==> config.mk <==
export PLATFORM = sky130hd
export DESIGN_NAME = trigger_smash_safety_sequencer
export DESIGN_NICKNAME = d
export VERILOG_FILES = /design/src/tss_pkg.sv /design/src/trigger_smash_safety_sequencer.sv /design/src/tss_step.sv
export SDC_FILE = /design/constraint.sdc
export NUM_CORES = 1
export LEC_CHECK = 0
export ABC_CLOCK_PERIOD_IN_PS = 7480
export BUFFER_PORTS_ARGS = -buffer_cell sky130_fd_sc_hd__buf_2
export CORE_MARGIN = 5
export CORE_UTILIZATION = 35
export CTS_CLUSTER_SIZE = 20
export DETAILED_ROUTE_END_ITERATION = 7
export SETUP_SLACK_MARGIN = 0.2
export SYNTH_ARGS = -nofsm -noshare
export SYNTH_HDL_FRONTEND = slang
export SYNTH_SLANG_ARGS = --single-unit
==> constraint.sdc <==
create_clock -name clock -period 7.48 [get_ports clock]
set_clock_uncertainty 0.1 [all_clocks]
set_input_delay 0.374 -clock clock [delete_from_list [all_inputs] [get_ports clock]]
set_output_delay 0.374 -clock clock [all_outputs]
set_load 0.005 [all_outputs]
==> src/tss_pkg.sv <==
// Shared codes, reset values and types of the trigger smash safety sequencer.
package tss_pkg;

   // Counter width default
   localparam int DEF_COUNT_BITS = 16;

   // Configuration register widths, indexes and reset values
   localparam int CFG_BITS  = 16;
   localparam int ADDR_BITS = 4;
   localparam int DATA_BITS = 32;

   localparam logic [1:0] REG_TRIGGER_DELAY  = 2'd0;
   localparam logic [1:0] REG_SMASH_PULSE    = 2'd1;
   localparam logic [1:0] REG_HB_TIMEOUT     = 2'd2;

   localparam logic [CFG_BITS-1:0] RST_TRIGGER_DELAY = 16'd100;
   localparam logic [CFG_BITS-1:0] RST_SMASH_PULSE   = 16'd50;
   localparam logic [CFG_BITS-1:0] RST_HB_TIMEOUT    = 16'd300;

   // Mode codes
   localparam logic [1:0] MODE_IDLE      = 2'd0;
   localparam logic [1:0] MODE_TRIGGERED = 2'd1;
   localparam logic [1:0] MODE_SMASHING  = 2'd2;
   localparam logic [1:0] MODE_UNUSED    = 2'd3;

   // Motor orders
   localparam logic [1:0] MOTOR_NONE  = 2'd0;
   localparam logic [1:0] MOTOR_SMASH = 2'd1;
   localparam logic [1:0] MOTOR_READY = 2'd2;

   // Event codes
   localparam logic [1:0] EVENT_NONE     = 2'd0;
   localparam logic [1:0] EVENT_FOUND    = 2'd1;
   localparam logic [1:0] EVENT_DONE     = 2'd2;

   // Trigger reasons
   localparam logic [1:0] REASON_NONE        = 2'd0;
   localparam logic [1:0] REASON_FINAL       = 2'd1;
   localparam logic [1:0] REASON_TOUCH       = 2'd2;
   localparam logic [1:0] REASON_AUTOMATIC   = 2'd3;

   // Host commands
   localparam logic [1:0] CMD_NONE   = 2'd0;
   localparam logic [1:0] CMD_SMASH  = 2'd1;
   localparam logic [1:0] CMD_CANCEL = 2'd2;
   localparam logic [1:0] CMD_OTHER  = 2'd3;

   // Sensor flags and command of one tick
   typedef struct packed {
      logic       touch_hit;
      logic       last_resort_hit;
      logic       optical_wet;
      logic       ultrasonic_wet;
      logic       tilt_good;
      logic       heartbeat_seen;
      logic [1:0] new_command;
   } tick_type;

   // Mode state kept between ticks (counters travel separately)
   typedef struct packed {
      logic [1:0] mode;
      logic       moving;
      logic [1:0] pending;
   } seq_state_type;

   // Result of one tick
   typedef struct packed {
      logic [1:0] mode;
      logic [1:0] motor_order;
      logic [1:0] event_code;
      logic [1:0] trigger_reason;
      logic       heartbeat_lost;
      logic       tilt_veto;
   } result_type;

endpackage

==> src/trigger_smash_safety_sequencer.sv <==
// Top level of the trigger smash safety sequencer: state, result register and CSR port.
//
//   channel  | handshake             | payload
//   ---------+-----------------------+------------------------------------------------
//   req      | req_valid / req_ready | touch, last resort, wet flags, tilt, hb, command
//   rsp      | rsp_valid / rsp_ready | mode, motor order, event, reason, hb lost, veto
//   csr      | psel/penable/pwrite   | three 16-bit tick registers at 0x0, 0x4, 0x8
//
// Each item is worked in the cycle it is accepted; its result appears in the
// result register on the next cycle. One item per cycle is taken while the result
// register is empty or being drained, so a stalled rsp side holds req_ready low.
// Synchronous active-high reset clears mode, counters, pending command and rsp_valid.
// Registers come up as delay 100, pulse 50, heartbeat timeout 300 ticks.
module trigger_smash_safety_sequencer
   import tss_pkg::*;
#(
   parameter int COUNT_BITS = DEF_COUNT_BITS
) (
   input  logic                 clock,
   input  logic                 reset,
   input  logic                 req_valid,
   output logic                 req_ready,
   input  logic                 req_touch_hit,
   input  logic                 req_last_resort_hit,
   input  logic                 req_optical_wet,
   input  logic                 req_ultrasonic_wet,
   input  logic                 req_tilt_good,
   input  logic                 req_heartbeat_seen,
   input  logic [1:0]           req_new_command,
   output logic                 rsp_valid,
   input  logic                 rsp_ready,
   output logic [1:0]           rsp_mode,
   output logic [1:0]           rsp_motor_order,
   output logic [1:0]           rsp_event_code,
   output logic [1:0]           rsp_trigger_reason,
   output logic                 rsp_heartbeat_lost,
   output logic                 rsp_tilt_veto,
   input  logic                 psel,
   input  logic                 penable,
   input  logic                 pwrite,
   input  logic [ADDR_BITS-1:0] paddr,
   input  logic [DATA_BITS-1:0] pwdata,
   output logic [DATA_BITS-1:0] prdata,
   output logic                 pready
);

   tick_type              tick;
   seq_state_type         state_ff, state_in;
   logic [COUNT_BITS-1:0] elapsed_ff, elapsed_in;
   logic [COUNT_BITS-1:0] age_ff, age_in;
   result_type            result_in, result_ff;
   logic                  rsp_valid_ff;
   logic                  accept;
   logic                  cfg_write;
   logic [1:0]            cfg_index;
   logic [CFG_BITS-1:0]   delay_ff, pulse_ff, timeout_ff;

   // gather the item
   assign tick.touch_hit       = req_touch_hit;
   assign tick.last_resort_hit = req_last_resort_hit;
   assign tick.optical_wet     = req_optical_wet;
   assign tick.ultrasonic_wet  = req_ultrasonic_wet;
   assign tick.tilt_good       = req_tilt_good;
   assign tick.heartbeat_seen  = req_heartbeat_seen;
   assign tick.new_command     = req_new_command;

   // accept while the result register is free or draining
   assign req_ready = !rsp_valid_ff || rsp_ready;
   assign accept    = req_valid && req_ready;

   tss_step #(
      .COUNT_BITS (COUNT_BITS)
   ) u_step (
      .tick          (tick),
      .state_cur     (state_ff),
      .elapsed_cur   (elapsed_ff),
      .age_cur       (age_ff),
      .trigger_delay (delay_ff),
      .smash_pulse   (pulse_ff),
      .hb_timeout    (timeout_ff),
      .state_nxt     (state_in),
      .elapsed_nxt   (elapsed_in),
      .age_nxt       (age_in),
      .result        (result_in)
   );

   // advance sequencer state on an accepted item
   always_ff @(posedge clock) begin
      if (reset) begin
         state_ff.mode    <= MODE_IDLE;
         state_ff.moving  <= 1'b0;
         state_ff.pending <= CMD_NONE;
         elapsed_ff       <= '0;
         age_ff           <= '0;
      end else if (accept) begin
         state_ff   <= state_in;
         elapsed_ff <= elapsed_in;
         age_ff     <= age_in;
      end
   end

   // hold the result until taken
   always_ff @(posedge clock) begin
      if (reset) begin
         rsp_valid_ff <= 1'b0;
      end else if (accept) begin
         rsp_valid_ff <= 1'b1;
      end else if (rsp_ready) begin
         rsp_valid_ff <= 1'b0;
      end
   end

   always_ff @(posedge clock) begin
      if (accept) begin
         result_ff <= result_in;
      end
   end

   assign rsp_valid          = rsp_valid_ff;
   assign rsp_mode           = result_ff.mode;
   assign rsp_motor_order    = result_ff.motor_order;
   assign rsp_event_code     = result_ff.event_code;
   assign rsp_trigger_reason = result_ff.trigger_reason;
   assign rsp_heartbeat_lost = result_ff.heartbeat_lost;
   assign rsp_tilt_veto      = result_ff.tilt_veto;

   // configuration registers
   assign pready    = 1'b1;
   assign cfg_write = psel && penable && pwrite && pready;
   assign cfg_index = paddr[3:2];

   always_ff @(posedge clock) begin
      if (reset) begin
         delay_ff   <= RST_TRIGGER_DELAY;
         pulse_ff   <= RST_SMASH_PULSE;
         timeout_ff <= RST_HB_TIMEOUT;
      end else if (cfg_write) begin
         case (cfg_index)
            REG_TRIGGER_DELAY: delay_ff   <= pwdata[CFG_BITS-1:0];
            REG_SMASH_PULSE:   pulse_ff   <= pwdata[CFG_BITS-1:0];
            REG_HB_TIMEOUT:    timeout_ff <= pwdata[CFG_BITS-1:0];
            default: ;
         endcase
      end
   end

   // read back
   always_comb begin
      case (cfg_index)
         REG_TRIGGER_DELAY: prdata = DATA_BITS'(delay_ff);
         REG_SMASH_PULSE:   prdata = DATA_BITS'(pulse_ff);
         REG_HB_TIMEOUT:    prdata = DATA_BITS'(timeout_ff);
         default:           prdata = '0;
      endcase
   end

endmodule

==> src/tss_step.sv <==
// Next-state and result logic of one control tick.
module tss_step
   import tss_pkg::*;
#(
   parameter int COUNT_BITS = DEF_COUNT_BITS
) (
   input  tick_type                tick,
   input  seq_state_type           state_cur,
   input  logic [COUNT_BITS-1:0]   elapsed_cur,
   input  logic [COUNT_BITS-1:0]   age_cur,
   input  logic [CFG_BITS-1:0]     trigger_delay,
   input  logic [CFG_BITS-1:0]     smash_pulse,
   input  logic [CFG_BITS-1:0]     hb_timeout,
   output seq_state_type           state_nxt,
   output logic [COUNT_BITS-1:0]   elapsed_nxt,
   output logic [COUNT_BITS-1:0]   age_nxt,
   output result_type              result
);

   localparam int CMP_BITS = (COUNT_BITS > CFG_BITS) ? COUNT_BITS : CFG_BITS;
   localparam logic [COUNT_BITS-1:0] CNT_MAX = {COUNT_BITS{1'b1}};

   logic                  trig;
   logic [1:0]            mode;
   logic                  moving;
   logic [1:0]            pending;
   logic [COUNT_BITS-1:0] elapsed;
   logic [COUNT_BITS-1:0] age;

   assign trig = tick.touch_hit | tick.last_resort_hit
               | (tick.optical_wet & tick.ultrasonic_wet);

   always_comb begin
      mode    = state_cur.mode;
      moving  = state_cur.moving;
      pending = (tick.new_command != CMD_NONE) ? tick.new_command : state_cur.pending;
      elapsed = elapsed_cur;
      result  = '0;

      // age the heartbeat, saturating
      if (tick.heartbeat_seen) begin
         age = '0;
      end else begin
         age = (age_cur == CNT_MAX) ? CNT_MAX : age_cur + 1'b1;
      end

      // force idle on heartbeat timeout
      if (CMP_BITS'(age) > CMP_BITS'(hb_timeout)) begin
         if (mode != MODE_IDLE || moving) begin
            result.motor_order = MOTOR_READY;
         end
         mode    = MODE_IDLE;
         elapsed = '0;
         moving  = 1'b0;
         pending = CMD_NONE;
         age     = '0;
         result.heartbeat_lost = 1'b1;
      end

      // count time in an active mode
      if (mode == MODE_TRIGGERED || mode == MODE_SMASHING) begin
         elapsed = (elapsed == CNT_MAX) ? CNT_MAX : elapsed + 1'b1;
      end

      // mode rules
      case (mode)
         MODE_IDLE: begin
            if (trig) begin
               mode    = MODE_TRIGGERED;
               elapsed = '0;
               result.event_code = EVENT_FOUND;
               if (tick.last_resort_hit) begin
                  result.trigger_reason = REASON_FINAL;
               end else if (tick.touch_hit) begin
                  result.trigger_reason = REASON_TOUCH;
               end else begin
                  result.trigger_reason = REASON_AUTOMATIC;
               end
            end else if (pending == CMD_SMASH) begin
               pending = CMD_NONE;
               if (tick.tilt_good) begin
                  mode    = MODE_SMASHING;
                  elapsed = '0;
                  moving  = 1'b1;
                  result.motor_order = MOTOR_SMASH;
               end else begin
                  result.tilt_veto = 1'b1;
               end
            end
         end
         MODE_TRIGGERED: begin
            if (pending == CMD_CANCEL) begin
               mode    = MODE_IDLE;
               elapsed = '0;
               if (moving) begin
                  result.motor_order = MOTOR_READY;
                  moving = 1'b0;
               end
               pending = CMD_NONE;
            end else if (!trig) begin
               mode    = MODE_IDLE;
               elapsed = '0;
            end else if (CMP_BITS'(elapsed) >= CMP_BITS'(trigger_delay)
                         || pending == CMD_SMASH) begin
               if (tick.tilt_good) begin
                  mode    = MODE_SMASHING;
                  elapsed = '0;
                  if (!moving) begin
                     result.motor_order = MOTOR_SMASH;
                     moving = 1'b1;
                  end
               end else begin
                  result.tilt_veto = 1'b1;
               end
               pending = CMD_NONE;
            end
         end
         MODE_SMASHING: begin
            if (pending == CMD_CANCEL) begin
               mode    = MODE_IDLE;
               elapsed = '0;
               moving  = 1'b0;
               pending = CMD_NONE;
               result.motor_order = MOTOR_READY;
            end else if (CMP_BITS'(elapsed) >= CMP_BITS'(smash_pulse)) begin
               mode    = MODE_IDLE;
               elapsed = '0;
               moving  = 1'b0;
               result.motor_order = MOTOR_READY;
               result.event_code  = EVENT_DONE;
            end else if (!tick.tilt_good) begin
               mode    = MODE_IDLE;
               elapsed = '0;
               moving  = 1'b0;
               pending = CMD_NONE;
               result.motor_order = MOTOR_READY;
            end
         end
         default: begin
            // recover from the unused mode code
            mode    = MODE_IDLE;
            elapsed = '0;
            moving  = 1'b0;
            pending = CMD_NONE;
            result.motor_order = MOTOR_READY;
         end
      endcase

      result.mode       = mode;
      state_nxt.mode    = mode;
      state_nxt.moving  = moving;
      state_nxt.pending = pending;
      elapsed_nxt       = elapsed;
      age_nxt           = age;
   end

endmodule

# [After elaboration in Yosys (flattened, before gate mapping)]
# Cells that the tools add are included.
[classes] n_addsub=2 bitwise=5 n_lt_le_gt_ge=3 n_eq_ne=8 n_reduce_logical=18 muxes=81
[op_table] cell="two-way mux 16 bit" count=15
[op_table] cell="case mux 16 bit (3 select lines)" count=2
[op_table] cell="two-way mux 2 bit" count=37
[op_table] cell="adder 16 x 1 -> 16 bit (second input constant)" count=2
[op_table] cell="equality test 16 bit (second input constant)" count=2
[op_table] cell=">= comparator 16 bit" count=2
[op_table] cell="two-way mux 1 bit" count=20
[op_table] cell="case mux 2 bit (3 select lines)" count=3
[op_table] cell="greater-than comparator 16 bit" count=1
[op_table] cell="AND reduction 2 bit" count=4
[op_table] cell="equality test 2 x 1 -> 1 bit (second input constant)" count=3
[op_table] cell="equality test 2 bit (second input constant)" count=3
[op_table] cell="nonzero test 2 bit" count=3
[op_table] cell="zero test 2 bit" count=2
[op_table] cell="logical OR 1 bit" count=4
[op_table] cell="case mux 2 bit (2 select lines)" count=1
[op_table] cell="logical AND 1 bit" count=3
[op_table] cell="two-way mux 3 bit" count=1
[op_table] cell="case mux 1 bit (3 select lines)" count=1
[op_table] cell="OR reduction 3 bit" count=1
[op_table] cell="inverter 1 bit" count=2
[op_table] cell="bitwise OR 1 bit" count=2
[op_table] cell="case mux 1 bit (2 select lines)" count=1
[op_table] cell="AND 1 bit" count=1
[op_table] cell="zero test 1 bit" count=1
[totals] output_inout_bits=45 regBits=96 inputBits=51 elab_cells=133

# [Logic depth before layout (Yosys ltp)]
# Gate-level depths: netlist of the first run.
[depth] word_depth=14 mapped_depth=30 mapped_depth_nobuf=26

# [Modules after synthesis]
# A second synthesis of the first run with hierarchy kept.
[unflattened] hier_cells=853 area_unflattened_um2=6860.3
[modules_own_cells] mod="trigger_smash_safety_sequencer" n_inst=1 area_per_inst_um2=4135.2 seq_area_each_um2=2021.9 cells_each=441
[modules_own_cells] mod="tss_step" n_inst=1 area_per_inst_um2=2725.1 seq_area_each_um2=0.0 cells_each=412

# [Least setup slack after synthesis of the first run]
# No wires, ideal clock.
[synth_path] path_kind="register to register" from="register age_ff[0]" to="register result_ff (netlist bit rsp_motor_order[1]) (data pin)" stages_incl_launch_ff=29 slack_ns=0.782 arrival_ns=6.324 path_buffers=3 synth_period_minus_slack_ns=6.698 setup_ns=0.273 t_required_ns=7.107 cell_sequence="dfxtp_1 ha_1 nand3_1 or3_1 and4_1 nor3_1 ha_1 nand4_2 or4_4 a21o_4 nand4b_1 nand2_2 buf_2 and2_1 ha_1 clkbuf_1 and3b_1 clkbuf_1 and4_1 nand3_1 xnor2_1 o22a_1 ha_1 nand4_1 a2111oi_0 a211oi_1 a311o_1 a21oi_1 o311ai_1"
[synth_rtl] element="from (decl)" line_no="trigger_smash_safety_sequencer.sv:50" source="logic [COUNT_BITS-1:0] age_ff, age_in;"
[synth_rtl] element="from (signal assigned)" line_no="trigger_smash_safety_sequencer.sv:98" source="age_ff <= age_in;"
[synth_rtl] element="to (signal assigned)" line_no="trigger_smash_safety_sequencer.sv:115" source="result_ff <= result_in;"
[synth_rtl] element="to (decl)" line_no="trigger_smash_safety_sequencer.sv:51" source="result_type result_in, result_ff;"

==> results.py, run 1 <==
metrics = {
    "timing": {
        "rsz0062_at_grt": "no",
        "final_max_slew_viol_count": 0,
        "fmax_ghz": 0.146,
        "fin_crit_sh_pct": 91.3,
        "period_minus_slack_ns": 6.83,
        "final-hold-violation-count": 0,
        "fin_setup_tns_ns": 0,
        "whs_ns": 0.157,
        "worstMarginPinSlew_ns": 0.993,
        "finalSetupViolCount": 0,
        "slew_headroom_pct": 33.8,
    },
    "power_and_ir_drop": {
        "switching_power_uw": 308,
        "p_leak_nw": 2.98,
        "clkPwrFrac_pct": 41.8,
        "power.internal_uw": 845,
        "p_sw_share_pct": 26.7,
        "vdd_drop_max_uv": 115,
        "power.total_mw": 1.15,
        "pwr-share-seq_pct": 46.6,
        "power.density_mw_per_mm2": 152,
        "p_comb_share_pct": 11.7,
    },
    "floorplanning": {
        "fp.dieH_um": 148,
        "rows": 50,
        "pin_count": 96,
        "start_util_pct": 35.7,
        "dieArea_mm2": 0.0220,
        "core-area_mm2": 0.0188,
        "dieWidth_um": 148,
    },
    "finish": {
        "multi_input_area_mm2": 0.00424,
        "drive_above_1_share_pct": 15.7,
        "seqCellArea_mm2": 0.00202,
        "final_nets": 1025,
        "fin_util_pct": 40.3,
        "nFillCells": 1983,
        "final_cell_mix": "nand2_1, a21oi_1, dfxtp_1, inv_1, buf_2",
        "antenna_cells": 0,
        "mostFrequentLayoutCell": "nand2_1",
        "fin_area_mm2": 0.00757,
        "syn_to_final_growth_pct": 12.8,
    },
    "setup_path": {
        "crit_family": "simple AND/OR/NAND/NOR gates",
        "crit_path_end_kind": "register",
        "cp-start-kind": "register",
        "crit_required_ns": 7.48,
        "worstRegToRegCells": 29,
        "reg2reg_to": "rsp_mode[0]",
        "cp.depth": 29,
        "crit_fanout": 7,
        "path_class": "register to register",
        "ff2ff_setup_slack_ns": 0.65,
        "cp_slowest_cell": "or4_4",
        "crit_start": "age_ff[7]",
        "crit_end": "rsp_mode[0]",
        "worst-path-buf-inv": 3,
        "crit_path_max_incr_delay_ns": 0.61,
        "arrival_ns": 6.83,
        "r2r_start": "age_ff[7]",
    },
    "yosys": {
        "synth_area_leaders": "dfxtp_1, ha_1, nand2_1",
        "syn_area_per_cell_um2": 7.67,
        "synth_seq_area_share_pct": 30.2,
        "synth_top_flop_cell": "dfxtp_1",
        "synthArstFlopShare_pct": 0,
        "synth_area_mm2": 0.00671,
        "ys_warn_count": 0,
        "synthDistinctLibCells": 76,
        "synth_cells": 874,
        "yosys.area.top_type": "dfxtp_1",
        "synth-seq-cells": 96,
        "yosys.area.top_type_share_pct": 25.7,
        "synth_edf_count": 10,
    },
    "cts": {
        "cts_tree": "yes",
        "clk_latency_ns": 0.36,
        "clockRootBuffer": "clkbuf_16",
        "clk_pin_slew_ns": 0.07,
        "cts_hold_buffers": 0,
        "cts_max_level": 3,
        "cts_buffers": 9,
        "cts.sinks": 96,
        "cts_buffer_depth": 2,
    },
    "placed_design": {
        "io_buffers": 60,
        "placed_area_mm2": 0.00715,
        "gp_congestion": 0.868,
        "hpwlAfterDp_um": 13900,
    },
    "min_path": {
        "min_path_type": "input port to register",
        "holdPathStages": 3,
    },
    "status": {
        "status": "finished, final reports clean",
    },
    "global_route": {
        "antenna_found_initial": 0,
        "grt_pass1_vias": 5797,
        "grt.overflow.total": 0,
        "grt_pass1_wl_um": 30800,
        "grtUsageTotal_pct": 17.4,
        "grt_max_degree": 60,
    },
    "routing": {
        "wire_per_inst_um": 16.7,
        "ant_nets": 0,
        "drc_errors": 0,
        "viasPerCell": 5.43,
        "drt_wl_total_um": 19300,
        "drtPass1Iterations": 5,
        "drtIter0Drc": 469,
        "vias": 6284,
    },
    "job": {
        "max_cap_viol_count": 0,
    },
}
## worst reg2reg max path: cells and delay by family, from the launching register on
kind                       cells  cell delay (ns)
and+or+nand+nor               16             3.41
DFF                            1             0.41
buffers and inverters          3             0.50
adders and majority gates      3             0.66
AOI/OAI and AO/OA              7             1.52
## power by group through the flow
| stage | registers (mW) | clock network (mW) | logic (mW) |
|---|---|---|---|
| finish | 0.537 | 0.482 | 0.134 |
| global placement | 0.549 | 0 | 0.127 |
| floorplan | 0.548 | 0 | 0.0889 |
| global route | 0.538 | 0.516 | 0.149 |
| CTS | 0.537 | 0.494 | 0.128 |
| detailed placement | 0.549 | 0 | 0.128 |
## how the worst min path moves through the flow
stage | from | to | slack (ns)
global route | req_valid | rsp_valid | 0.15
global placement | delay_ff[4] | delay_ff[4] | 0.36
floorplan | state_ff[4] | state_ff[4] | 0.34
finish | req_valid | rsp_valid | 0.16
detailed placement | pulse_ff[9] | pulse_ff[9] | 0.36
CTS | req_valid | rsp_valid | 0.14
## Yosys cell counts (3+ instances only)
cell,instances
a31o_2,3
nor2_1,54
a21oi_1,92
ha_1,54
a32oi_1,4
nand2_1,157
buf_6,5
nor3_1,16
or3_1,4
and2_1,5
nor2b_1,7
buf_4,20
a22oi_1,14
o21ai_1,3
xor2_1,4
nand2b_1,8
edfxtp_1,10
a21oi_2,3
a221oi_2,3
inv_1,64
buf_1,4
mux2i_1,19
o21bai_1,3
nor4_1,4
xnor2_1,10
o211ai_2,9
and3_1,7
nand3_1,25
and4_1,9
a31oi_1,8
o21ai_0,37
o21a_1,4
clkbuf_1,30
nand4_1,16
a211oi_1,10
dfxtp_1,86
o211ai_1,18
## per-layer routing
layer / vias to the layer above / share of wire (%) / track usage [%]
met1: 2952 / 47 / 23.2
met5: - / 0 / 0
met4: 0 / 1.5 / 5.59
met3: 19 / 5.0 / 3.53
li1: 3150 / - / -
met2: 163 / 47 / 28.3
## repair_timing
item | in CTS | in global routing
setup buffers | 0 | 5
hold endpoints to repair | 0 | 0
endpoints found under the setup margin | 0 | 26
resized for setup | 0 | 20
## cell type report
cell class              instances  area share, %
multi-input cells             667           56.1
clock inverters                 4          0.711
well taps                     234           3.87
flip-flops and latches         96           26.7
clock buffers                  11           3.21
inverters                      66           3.27
repair buffers                 80           6.12
## through the flow
step / setup WS (ns) / instances
after global placement: 0.264 / 1138
after global routing: 0.171 / 1158
final: 0.654 / 1158
after floorplan: 0.782 / 889
after CTS: 0.220 / 1153
after detailed placement: 0.260 / 1138
## flip-flops by register name, summed over array words and instances (netlist names)
name / cells
elapsed_ff: 16
rsp_trigger_reason: 2
rsp_event_code: 2
rsp_motor_order: 2
rsp_valid: 1
state_ff: 5
pulse_ff: 16
age_ff: 16
rsp_heartbeat_lost: 1
delay_ff: 16
rsp_tilt_veto: 1
timeout_ff: 16
rsp_mode: 2
## cells by family (layout without fill, tap and decap cells)
family          count (synthesis)  after routing  synth area share (%)
simple gates                  329            329                  23.3
fa+ha+maj                      54             54                  10.1
xor+xnor                       14             14                  1.83
buf+inv                       126            161                  8.75
compound gates                234            234                  23.0
flops                          96             96                  30.2
other cells                     2             17                 0.112
mux                            19             19                  2.84
(Power assumes the default switching activity.)
==> run 2: changes to the inputs <==
--- a/config.mk
+++ b/config.mk
@@ -6,8 +6,8 @@
 export NUM_CORES = 1
 export LEC_CHECK = 0
 export ABC_CLOCK_PERIOD_IN_PS = 7480
-export BUFFER_PORTS_ARGS = -buffer_cell sky130_fd_sc_hd__buf_2
-export CORE_MARGIN = 5
+export BUFFER_PORTS_ARGS = -buffer_cell sky130_fd_sc_hd__buf_4
+export CORE_MARGIN = 2
 export CORE_UTILIZATION = 35
 export CTS_CLUSTER_SIZE = 20
 export DETAILED_ROUTE_END_ITERATION = 7
==> run 2 against run 1 <==
Against the previous run: utilization is 0.68 points higher; wire length is 1.5% lower; global-route usage is 1.8 points higher; cell count is 0.35% lower; worst setup slack worse by 0.022 ns; sequential share of layout area is 0.44 points lower; non-clock buffer count is 5 lower; first-iteration DRC count is 6.2% lower; register-to-register slack worse by 0.02 ns; via count is 0.80% lower; total power is 0.93% higher; critical path depth is 1 lower.
==> results.py, run 2 (synthesized netlist as in run 1, its figures left out) <==
metrics = {
    "cts": {
        "cts_max_level": 3,
        "cts_tree": "yes",
        "clk_pin_slew_ns": 0.08,
        "cts.sinks": 96,
        "cts_buffer_depth": 2,
        "cts_buffers": 9,
        "clockRootBuffer": "clkbuf_16",
        "clk_latency_ns": 0.37,
        "cts_hold_buffers": 0,
    },
    "global_route": {
        "antenna_found_initial": 0,
        "grtUsageTotal_pct": 19.1,
        "grt_pass1_wl_um": 30700,
        "grt_pass1_vias": 5796,
        "grt.overflow.total": 0,
        "grt_max_degree": 60,
    },
    "setup_path": {
        "crit_path_max_incr_delay_ns": 0.60,
        "path_class": "register to register",
        "crit_fanout": 7,
        "crit_family": "simple AND/OR/NAND/NOR gates",
        "worst-path-buf-inv": 2,
        "crit_required_ns": 7.59,
        "crit_path_end_kind": "register",
        "cp-start-kind": "register",
        "cp_slowest_cell": "or4_4",
        "arrival_ns": 6.96,
    },
    "finish": {
        "drive_above_1_share_pct": 15.5,
        "fin_util_pct": 41.0,
        "nFillCells": 1970,
        "mostFrequentLayoutCell": "nand2_1",
        "seqCellArea_mm2": 0.00202,
        "final_nets": 1020,
        "syn_to_final_growth_pct": 14.7,
        "fin_area_mm2": 0.00769,
        "final_cell_mix": "nand2_1, a21oi_1, dfxtp_1, buf_4, inv_1",
        "multi_input_area_mm2": 0.00424,
        "antenna_cells": 0,
    },
    "routing": {
        "drtIter0Drc": 440,
        "vias": 6234,
        "wl_met2_um": 8960,
        "top_layer_used": "met4",
        "viasPerCell": 5.40,
        "ant_nets": 0,
        "met1_length_um": 8930,
        "drc_errors": 0,
        "dr_wl_met3_um": 761,
        "drt_wl_total_um": 19000,
        "drtPass1Iterations": 5,
        "wire_per_inst_um": 16.5,
    },
    "status": {
        "status": "finished, final reports clean",
    },
    "timing": {
        "fin_ws_ns": 0.632,
        "period_minus_slack_ns": 6.85,
        "fin_crit_sh_pct": 91.6,
        "rsz0062_at_grt": "no",
        "final_max_slew_viol_count": 0,
        "worstMarginPinSlew_ns": 1.03,
        "fmax_ghz": 0.146,
        "final-hold-violation-count": 0,
        "fin_setup_tns_ns": 0,
        "whs_ns": 0.147,
        "slew_headroom_pct": 31.6,
        "finalSetupViolCount": 0,
    },
    "floorplanning": {
        "dieWidth_um": 142,
        "dieArea_mm2": 0.0203,
        "fp.dieH_um": 142,
        "rows": 50,
        "pin_count": 96,
        "core-area_mm2": 0.0188,
        "start_util_pct": 35.7,
    },
    "placed_design": {
        "gp_congestion": 0.897,
        "pre_cts_ws_ns": 0.126,
        "io_buffers": 60,
        "hpwlAfterDp_um": 13800,
        "placed_area_mm2": 0.00728,
    },
    "power_and_ir_drop": {
        "power.density_mw_per_mm2": 151,
        "p_leak_nw": 3.00,
        "vdd_drop_max_uv": 126,
    },
    "job": {
        "max_cap_viol_count": 0,
    },
    "min_path": {
        "min_path_type": "input port to register",
    },
}
==> run 2: cell types whose count changed in the layout (fill, tap and decap cells not counted), sizes merged <==
cell | previous run | this run
buf | 80 | 75
clkbuf | 11 | 9
clkinv | 3 | 5
inv | 66 | 68
bufinv | 1 | 0
==> run 2: worst paths after layout <==
| check | start | end | slack [ns] | cells past startpoint |
|---|---|---|---|---|
| setup reg to reg | age_ff[3] | rsp_mode[0] | 0.63 | 28 |
| setup / recovery | age_ff[3] | rsp_mode[0] | 0.63 | 28 |
| hold / removal | pwdata[6] | delay_ff[6] | 0.15 | 3 |
| hold reg to reg | pulse_ff[14] | pulse_ff[14] | 0.37 | 2 |
==> run 2: through the flow <==
stage / instances / total power, mW
2_1_floorplan: 889 / 0.637
3_3_place_gp: 1136 / 0.684
3_5_place_dp: 1136 / 0.685
4_1_cts: 1152 / 1.17
5_1_grt: 1154 / 1.21
6_report: 1154 / 1.16
==> run 2: layout make-up <==
class / instances / share of cell area, %
Timing Repair Buffer: 75 / 7.48
Multi-Input combinational cell: 667 / 55.2
Sequential cell: 96 / 26.3
Inverter: 66 / 3.22
Clock inverter: 7 / 1.12
Clock buffer: 9 / 2.93
Tap cell: 234 / 3.81
==> run 2: metal layers <==
metal | up-vias | GRT usage, %
met5 | - | 0
met4 | 0 | 6.04
met3 | 23 | 3.36
met2 | 143 | 31.1
met1 | 2924 | 25.8
li1 | 3144 | -
==> run 2: worst min-delay path: cells and delay by family <==
family | cells | cell delay, ns
AOI/OAI and AO/OA | 1 | 0.07
buffers and inverters | 1 | 0.09
and+or+nand+nor | 1 | 0.04
==> run 2: power by group <==
group          switching, mW  internal, mW  leakage, nW
registers            0.00671         0.531        0.794
clock network          0.246         0.240        0.151
logic                 0.0879        0.0535         2.05
==> run 2: what timing repair did <==
| item | CTS | global route |
|---|---|---|
| resized for setup | 1 | 20 |
| buffers inserted | 0 | 2 |
| hold endpoints to repair | 0 | 0 |
| endpoints found under the setup margin | 12 | 27 |
| pin swaps | 0 | 1 |
==> run 3: changes to the inputs <==
--- a/config.mk
+++ b/config.mk
@@ -9,6 +9,7 @@
 export BUFFER_PORTS_ARGS = -buffer_cell sky130_fd_sc_hd__buf_4
 export CORE_MARGIN = 2
 export CORE_UTILIZATION = 35
+export CTS_BUF_LIST = sky130_fd_sc_hd__clkbuf_8
 export CTS_CLUSTER_SIZE = 20
 export DETAILED_ROUTE_END_ITERATION = 7
 export SETUP_SLACK_MARGIN = 0.2
==> run 3 against run 2 <==
Against the previous run: cell count is the same; combinational power is essentially flat; total power shrank 10%; final area shrank 1.3%; utilization shrank 0.54 points; first-iteration DRC count shrank 5.5%; critical endpoint unchanged; fmax shrank 0.30%; highest routed layer unchanged; die area is the same; sequential share of layout area grew 0.35 points; global-route usage shrank 0.12 points; clock power shrank 25%.
==> results.py, run 3 (synthesized netlist as in run 1, its figures left out) <==
metrics = {
    "status": {
        "status": "finished, final reports clean",
    },
    "timing": {
        "finalSetupViolCount": 0,
        "rsz0062_at_grt": "no",
        "period_minus_slack_ns": 6.87,
        "fin_setup_tns_ns": 0,
        "worstMarginPinSlew_ns": 1.01,
        "final_max_slew_viol_count": 0,
        "slew_headroom_pct": 32.4,
        "fin_crit_sh_pct": 91.8,
        "final-hold-violation-count": 0,
        "fmax_ghz": 0.146,
    },
    "setup_path": {
        "path_class": "register to register",
        "crit_fanout": 7,
        "worstRegToRegCells": 28,
        "cp-start-kind": "register",
        "arrival_ns": 7.01,
        "r2r_start": "age_ff[3]",
        "reg2reg_to": "rsp_mode[0]",
        "cp_slowest_cell": "or4_4",
        "ff2ff_setup_slack_ns": 0.61,
        "crit_path_max_incr_delay_ns": 0.60,
        "crit_required_ns": 7.62,
        "crit_path_end_kind": "register",
    },
    "floorplanning": {
        "dieWidth_um": 142,
        "start_util_pct": 35.7,
        "core-area_mm2": 0.0188,
        "pin_count": 96,
        "fp.dieH_um": 142,
        "rows": 50,
        "dieArea_mm2": 0.0203,
    },
    "routing": {
        "drtIter0Drc": 416,
        "vias": 6282,
        "viasPerCell": 5.44,
        "drc_errors": 0,
        "wire_per_inst_um": 16.4,
        "drt_wl_total_um": 18900,
        "drtPass1Iterations": 5,
        "ant_nets": 0,
    },
    "global_route": {
        "grt_pass1_vias": 5828,
        "grtUsageTotal_pct": 19.0,
        "grt_max_degree": 60,
        "antenna_found_initial": 0,
        "grt_pass1_wl_um": 30600,
        "grt.overflow.total": 0,
    },
    "finish": {
        "drive_above_1_share_pct": 15.5,
        "mostFrequentLayoutCell": "nand2_1",
        "final_cell_mix": "nand2_1, a21oi_1, dfxtp_1, buf_4, inv_1",
        "syn_to_final_growth_pct": 13.2,
        "final_nets": 1020,
        "fin_area_mm2": 0.00759,
        "antenna_cells": 0,
        "fin_cells": 1154,
        "nFillCells": 1988,
    },
    "cts": {
        "cts_buffers": 9,
        "cts.sinks": 96,
        "cts_tree": "yes",
        "cts_buffer_depth": 2,
        "clk_pin_slew_ns": 0.12,
        "clockRootBuffer": "clkbuf_8",
        "clk_latency_ns": 0.40,
        "cts_max_level": 3,
    },
    "placed_design": {
        "hpwlAfterDp_um": 13800,
        "gp_congestion": 0.897,
        "io_buffers": 60,
        "dp.cells": 1136,
        "placed_area_mm2": 0.00728,
    },
    "min_path": {
        "min_path_type": "input port to register",
        "hp-start": "pwdata[6]",
        "hold_end": "delay_ff[6]",
        "holdPathStages": 3,
    },
    "power_and_ir_drop": {
        "power.density_mw_per_mm2": 137,
        "vdd_drop_max_uv": 99.0,
        "p_leak_nw": 2.95,
    },
    "job": {
        "max_cap_viol_count": 0,
    },
}
## run 3: cell counts in the layout (fill, tap and decap cells not counted)
No cell type changed its count.
## run 3: repair_timing
| action | 4_1_cts | 5_1_grt |
|---|---|---|
| resized for setup | 1 | 20 |
| buffers inserted | 0 | 2 |
| endpoints found under the hold margin | 0 | 0 |
| gates cloned | 0 | 0 |
| pin swaps | 0 | 1 |
| hold buffers | 0 | 0 |
| endpoints found under the setup margin | 12 | 27 |
## run 3: critical path, delay by kind of cell (launching register included)
family                   cells  cell delay (ns)
adder cells (fa/ha/maj)      3             0.84
buffers and inverters        2             0.35
AO/OA/AOI/OAI                9             1.74
flip-flops                   1             0.42
AND/OR/NAND/NOR             14             3.24
## run 3: area by class of cell
cell class	instances	area, um2	area share (%)
repair buffers	75	576	7.58
flip-flops and latches	96	2020	26.6
clock buffers	9	124	1.63
multi-input cells	667	4240	55.9
well taps	234	293	3.86
clock inverters	7	86.3	1.14
inverters	66	248	3.26
## run 3: worst max path at each step
stage          cells after the start  slack, ns            endpoint       from
2_1_floorplan                     28       0.78  rsp_motor_order[1]  age_ff[0]
3_3_place_gp                      26       0.18       elapsed_ff[4]  age_ff[3]
3_5_place_dp                      25       0.13       elapsed_ff[4]  age_ff[3]
4_1_cts                           25       0.23       elapsed_ff[0]  age_ff[3]
5_1_grt                           28       0.18         rsp_mode[0]  age_ff[3]
6_report                          28       0.61         rsp_mode[0]  age_ff[3]
## run 3: layer usage
metal	wire (um)	track usage, %
met1	8940	25.8
met3	722	2.99
met5	0	0
met2	8900	31.1
met4	379	5.89
## run 3: stage by stage
step	setup WS (ns)	hold WS, ns	utilization [%]	total power, mW
2_1_floorplan	0.782	0.343	-	0.637
3_3_place_gp	0.184	0.359	38.8	0.684
3_5_place_dp	0.126	0.362	38.8	0.685
4_1_cts	0.234	0.0944	39.9	1.05
5_1_grt	0.180	0.0976	40.5	1.09
6_report	0.611	0.107	40.5	1.04
## run 3: power by group
| group | total [mW] | switching, mW | internal [mW] | leakage, nW |
|---|---|---|---|---|
| combinational | 0.141 | 0.0877 | 0.0535 | 2.05 |
| sequential | 0.538 | 0.00679 | 0.531 | 0.794 |
| clock | 0.365 | 0.230 | 0.135 | 0.105 |
